$ cat src/rtl/core/p80_pkg.sv
// ----------------------------------------------------------------------------
// p80_pkg
// Shared types, constants and round functions for the PRESENT-80 encryptor.
// ----------------------------------------------------------------------------
package p80_pkg;

  localparam int ROUNDS    = 31;
  localparam int BLK_W     = 64;
  localparam int KEY_W     = 80;
  localparam int RC_W      = 5;
  localparam int CFG_IDX_W = 1;

  localparam logic [CFG_IDX_W-1:0] REG_KEY_HIGH = 1'b0;
  localparam logic [CFG_IDX_W-1:0] REG_KEY_LOW  = 1'b1;

  typedef logic [3:0] nib_t;

  typedef struct packed {
    logic               valid;
    logic [RC_W-1:0]    rc;
    logic [KEY_W-1:0]   key;
    logic [BLK_W-1:0]   state;
  } p80_beat_t;

  function automatic nib_t sbox(input nib_t x);
    nib_t y;
    case (x)
      4'h0: y = 4'hC;
      4'h1: y = 4'h5;
      4'h2: y = 4'h6;
      4'h3: y = 4'hB;
      4'h4: y = 4'h9;
      4'h5: y = 4'h0;
      4'h6: y = 4'hA;
      4'h7: y = 4'hD;
      4'h8: y = 4'h3;
      4'h9: y = 4'hE;
      4'hA: y = 4'hF;
      4'hB: y = 4'h8;
      4'hC: y = 4'h4;
      4'hD: y = 4'h7;
      4'hE: y = 4'h1;
      4'hF: y = 4'h2;
      default: y = 4'h0;
    endcase
    return y;
  endfunction

  function automatic logic [BLK_W-1:0] sub_layer(input logic [BLK_W-1:0] s);
    logic [BLK_W-1:0] r;
    for (int n = 0; n < BLK_W / 4; n++) begin
      r[4*n +: 4] = sbox(s[4*n +: 4]);
    end
    return r;
  endfunction

  // bit i moves to 16*i mod 63, bit 63 stays
  function automatic logic [BLK_W-1:0] perm_layer(input logic [BLK_W-1:0] s);
    logic [BLK_W-1:0] r;
    r[BLK_W-1] = s[BLK_W-1];
    for (int i = 0; i < BLK_W - 1; i++) begin
      r[(16 * i) % (BLK_W - 1)] = s[i];
    end
    return r;
  endfunction

  function automatic logic [KEY_W-1:0] key_update(input logic [KEY_W-1:0] k,
                                                   input logic [RC_W-1:0]  rc);
    logic [KEY_W-1:0] r;
    r = {k[18:0], k[KEY_W-1:19]};
    r[KEY_W-1 -: 4] = sbox(r[KEY_W-1 -: 4]);
    r[19:15] = r[19:15] ^ rc;
    return r;
  endfunction

endpackage

$ cat src/rtl/core/p80_round_cell.sv
// ----------------------------------------------------------------------------
// p80_round_cell
// One PRESENT round: add round key, S-box layer, bit permutation, key update.
// ----------------------------------------------------------------------------
module p80_round_cell
  import p80_pkg::*;
(
  input  logic      clk,
  input  logic      rst_n,
  input  logic      en,
  input  p80_beat_t beat_i,
  output p80_beat_t beat_o
);

  logic             valid_r;
  logic [RC_W-1:0]  rc_r;
  logic [KEY_W-1:0] key_r;
  logic [BLK_W-1:0] state_r;

  logic [BLK_W-1:0] state_nxt;
  logic [KEY_W-1:0] key_nxt;
  logic [RC_W-1:0]  rc_nxt;

  always_comb begin
    state_nxt = perm_layer(sub_layer(beat_i.state ^ beat_i.key[KEY_W-1 -: BLK_W]));
    key_nxt   = key_update(beat_i.key, beat_i.rc);
    rc_nxt    = beat_i.rc + RC_W'(1);
  end

  always_ff @(posedge clk) begin
    if (!rst_n) begin
      valid_r <= 1'b0;
    end else if (en) begin
      valid_r <= beat_i.valid;
    end
  end

  always_ff @(posedge clk) begin
    if (en) begin
      state_r <= state_nxt;
      key_r   <= key_nxt;
      rc_r    <= rc_nxt;
    end
  end

  assign beat_o = '{valid: valid_r, rc: rc_r, key: key_r, state: state_r};

endmodule

$ cat config.mk
export PLATFORM = sky130hd
export DESIGN_NAME = p80_round_cell
export DESIGN_NICKNAME = d
export VERILOG_FILES = /design/src/rtl/core/p80_pkg.sv /design/src/rtl/core/p80_round_cell.sv
export SDC_FILE = /design/constraint.sdc
export NUM_CORES = 1
export LEC_CHECK = 0
export ABC_CLOCK_PERIOD_IN_PS = 2380
export BUFFER_PORTS_ARGS = -buffer_cell sky130_fd_sc_hd__buf_2
export CAP_MARGIN = 20
export CORE_MARGIN = 2
export CORE_UTILIZATION = 50
export CTS_CLUSTER_SIZE = 20
export DETAILED_ROUTE_END_ITERATION = 6
export GPL_TIMING_DRIVEN = 0
export PLACE_DENSITY = 0.84
export REMOVE_ABC_BUFFERS = 1
export SYNTH_ARGS = -nofsm -noshare
export SYNTH_HDL_FRONTEND = slang
export SYNTH_SLANG_ARGS = --single-unit
$ cat constraint.sdc
create_clock -name clk -period 2.38 [get_ports clk]
set_input_delay 0 -clock clk [delete_from_list [all_inputs] [get_ports clk]]
set_output_delay 0 -clock clk [all_outputs]
set_load 0.01 [all_outputs]
==> impl_metrics.py <==
metrics = {
    "drt": {
        "drtPass1Iterations": 4,
        "antenna_left": 0,
        "drcViolationCount": 0,
        "vias": 5654,
        "drtIter0Drc": 288,
        "totalWireLength_mm": 18.7,
        "vias_per_cell": 4.95,
        "avgRoutedWirePerCell_um": 16.4,
    },
    "synth": {
        "ys_ff_latch": 150,
        "avgSynthCellArea_um2": 15.6,
        "synth_ff_type": "edfxtp_1",
        "synth_cell_types": 30,
        "synthSimpleGateAreaFrac_pct": 1.67,
        "synthAdderAreaFrac_pct": 8.52,
        "synth_top_family_by_area": "XOR/XNOR gates",
        "ys.warnings.count": 0,
        "synth_mux_area_share_pct": 12.4,
        "synth_xor_area_share_pct": 12.5,
        "synth_edf_count": 149,
        "ys_top_cells_by_area": "edfxtp_1 56%, ha_1 8.5%, mux2i_1 5.9%, xnor2_1 4.9%, mux4_1 3.6%",
        "synthCells": 508,
        "synth_top_area_share_pct": 56.4,
        "yosys.area.top_type": "edfxtp_1",
        "syn-cell-area_um2": 7930,
        "ys_async_sr_fraction_pct": 0,
        "yosysSeqAreaShare_pct": 56.7,
        "yosysMostFrequentCell": "edfxtp_1",
        "synth_common_cells": "149 x edfxtp_1, 65 x inv_1, 54 x ha_1, 47 x mux2i_1, 44 x xnor2_1",
        "synth-compound-area-share_pct": 4.81,
    },
    "clock_tree": {
        "cts.htree.levels": 4,
        "cts_made_buffers": 17,
        "postCtsHoldBufs": 86,
        "cts_setup_buffers": 0,
        "cts_tree": "built",
        "clkLatencyLatePin_ns": 0.41,
        "clkTransAtPathRegs_ns": 0.06,
        "clock_sinks": 150,
        "clockRootBuffer": "clkbuf_16",
        "cts_buffer_depth": 2,
        "cts_resized": 0,
    },
    "timing": {
        "post-route-period-util_pct": 76.2,
        "hold_viol_final": 0,
        "finalCriticalPeriod_ns": 1.81,
        "setup_viol": 0,
        "worstMarginPinSlew_ns": 0.696,
        "max_freq_mhz": 552,
        "finalMaxSlewViolations": 0,
        "fin_skew_ns": 0,
        "relSlewSlack_pct": 53.3,
        "rsz0062_at_grt": "false",
        "holdWs_ns": 0.0531,
        "tns_ns": 0,
    },
    "finish": {
        "regArea_um2": 4490,
        "fillCellCount": 1000,
        "multiInputGateArea_um2": 3170,
        "drive_gt1_share_pct": 40.9,
        "fin_cells": 1142,
        "fin_util_pct": 70.9,
        "synthToLayoutAreaGrowth_pct": 40.6,
        "finalNetCount": 1120,
    },
    "pwr": {
        "powerDensity_nw_per_um2": 703,
        "peakVddDrop_mv": 0.425,
        "totalPowerFinal_w": 0.00784,
        "p_leak_nw": 4.92,
    },
    "placed_design": {
        "placed_cells": 1024,
        "io_buffers": 302,
        "gp_congestion": 0.793,
        "hpwl_mm": 13.0,
    },
    "global_route": {
        "grt_use_met2_pct": 40.3,
        "grt.met3_usage_pct": 7.05,
        "antenna_found_initial": 0,
        "grt_busiest_layer": "met2",
        "use_met1_pct": 22.1,
        "grt.overflow.total": 0,
        "grt_pass1_vias": 5585,
        "grt_start_max_net_pins": 84,
        "grt_pass1_wl_mm": 27.7,
        "grtUsageTotal_pct": 21.6,
    },
    "die": {
        "dieHeight_um": 130,
        "die_area_um2": 16900,
        "die_w_um": 130,
        "rows": 46,
        "initial_core_util_pct": 50.5,
        "core-area_um2": 15700,
        "ios": 303,
    },
    "min_path": {
        "hold_class": "input port to flop",
        "whs_path_depth": 2,
    },
    "job": {
        "cap_violations": 0,
    },
    "critical_path": {
        "cp-start-kind": "input port",
        "cp.arrival_ns": 1.96,
        "worst_setup_path_end_kind": "flop",
        "crit_required_ns": 2.53,
        "critPathKind": "input port to flop",
        "cp_max_fo": 5,
        "reg2reg_depth": 3,
    },
    "outcome": {
        "status": "complete, no violations",
    },
}
registers in the layout (all words and copies together) (netlist names):
register  count
valid_r       1
rc_r          5
key_r        80
state_r      64
worst max-delay path, cell delays in order:
cell and delay [ns]:
dlygate4sd3_1 0.54, buf_2 0.14, xor2_1 0.47, ha_1 0.34, mux4_2 0.46
worst paths after layout:
path	from	end	slack [ns]
worst max-delay path	beat_i[92]	state_r[35]$_DFFE_PP_	0.57
worst min-delay path	beat_i[79]	key_r[77]$_DFFE_PP_	0.05
worst max register to register	valid_r$_SDFFE_PN0P_	valid_r$_SDFFE_PN0P_	1.19
worst min register to register	valid_r$_SDFFE_PN0P_	valid_r$_SDFFE_PN0P_	1.12
per-layer routing:
metal  routed length, µm  share of wire, %
met1                6760                36
met5                   0                 0
met2               10000                54
met4                 467               2.5
met3                1460               7.8
kinds of logic (layout without fill, tap and decap cells):
family,Yosys count,after routing
other,0,1
adders and majority gates,54,54
muxes,69,69
AOI/OAI and AO/OA,49,49
and+or+nand+nor,27,27
DFF,150,150
xor gates and xnor gates,91,91
buffers and inverters,68,485
cell type report:
class	instances	area share, %
antenna	1	0.0225
clock buffer	18	3.85
clock inverter	13	1.18
inverter	65	2.19
multi-input combinational	290	28.4
sequential	150	40.3
tap	216	2.43
timing repair buffer	389	21.6
layout by cell type, fill, tap and decap left out, types with 2 or more instances in the layout:
master	n
a311oi_1	2
and3_1	2
buf_2	301
bufinv_16	2
clkbuf_16	17
clkinv_1	2
clkinv_2	3
clkinvlp_4	3
dlygate4sd3_1	86
edfxtp_1	149
ha_1	54
inv_1	65
inv_6	2
mux2_2	2
mux2i_1	47
mux4_1	11
mux4_2	9
nand2_1	5
nand3_1	16
nor2_1	2
o211ai_1	13
o21a_1	2
o21ai_0	17
o221a_2	13
xnor2_1	44
xnor2_2	6
xor2_1	24
xor2_2	15
metrics by stage:
step | setup slack, ns | cell area, µm²
final | 0.567 | 11100
after floorplan | 1.04 | 7910
after CTS | 0.581 | 11100
after global routing | 0.492 | 11100
after detailed placement | 0.692 | 9720
after global placement | -0.586 | 9690
report_power, final:
group	internal [W]	leakage, nW	total [W]	switching [W]
sequential	0.00331	1.47	0.00339	0.0000800
clock	0.00153	0.267	0.00259	0.00105
combinational	0.000882	3.18	0.00186	0.000974
total	0.00573	4.92	0.00784	0.00211
Note: power is estimated with default switching activity, not from simulation.
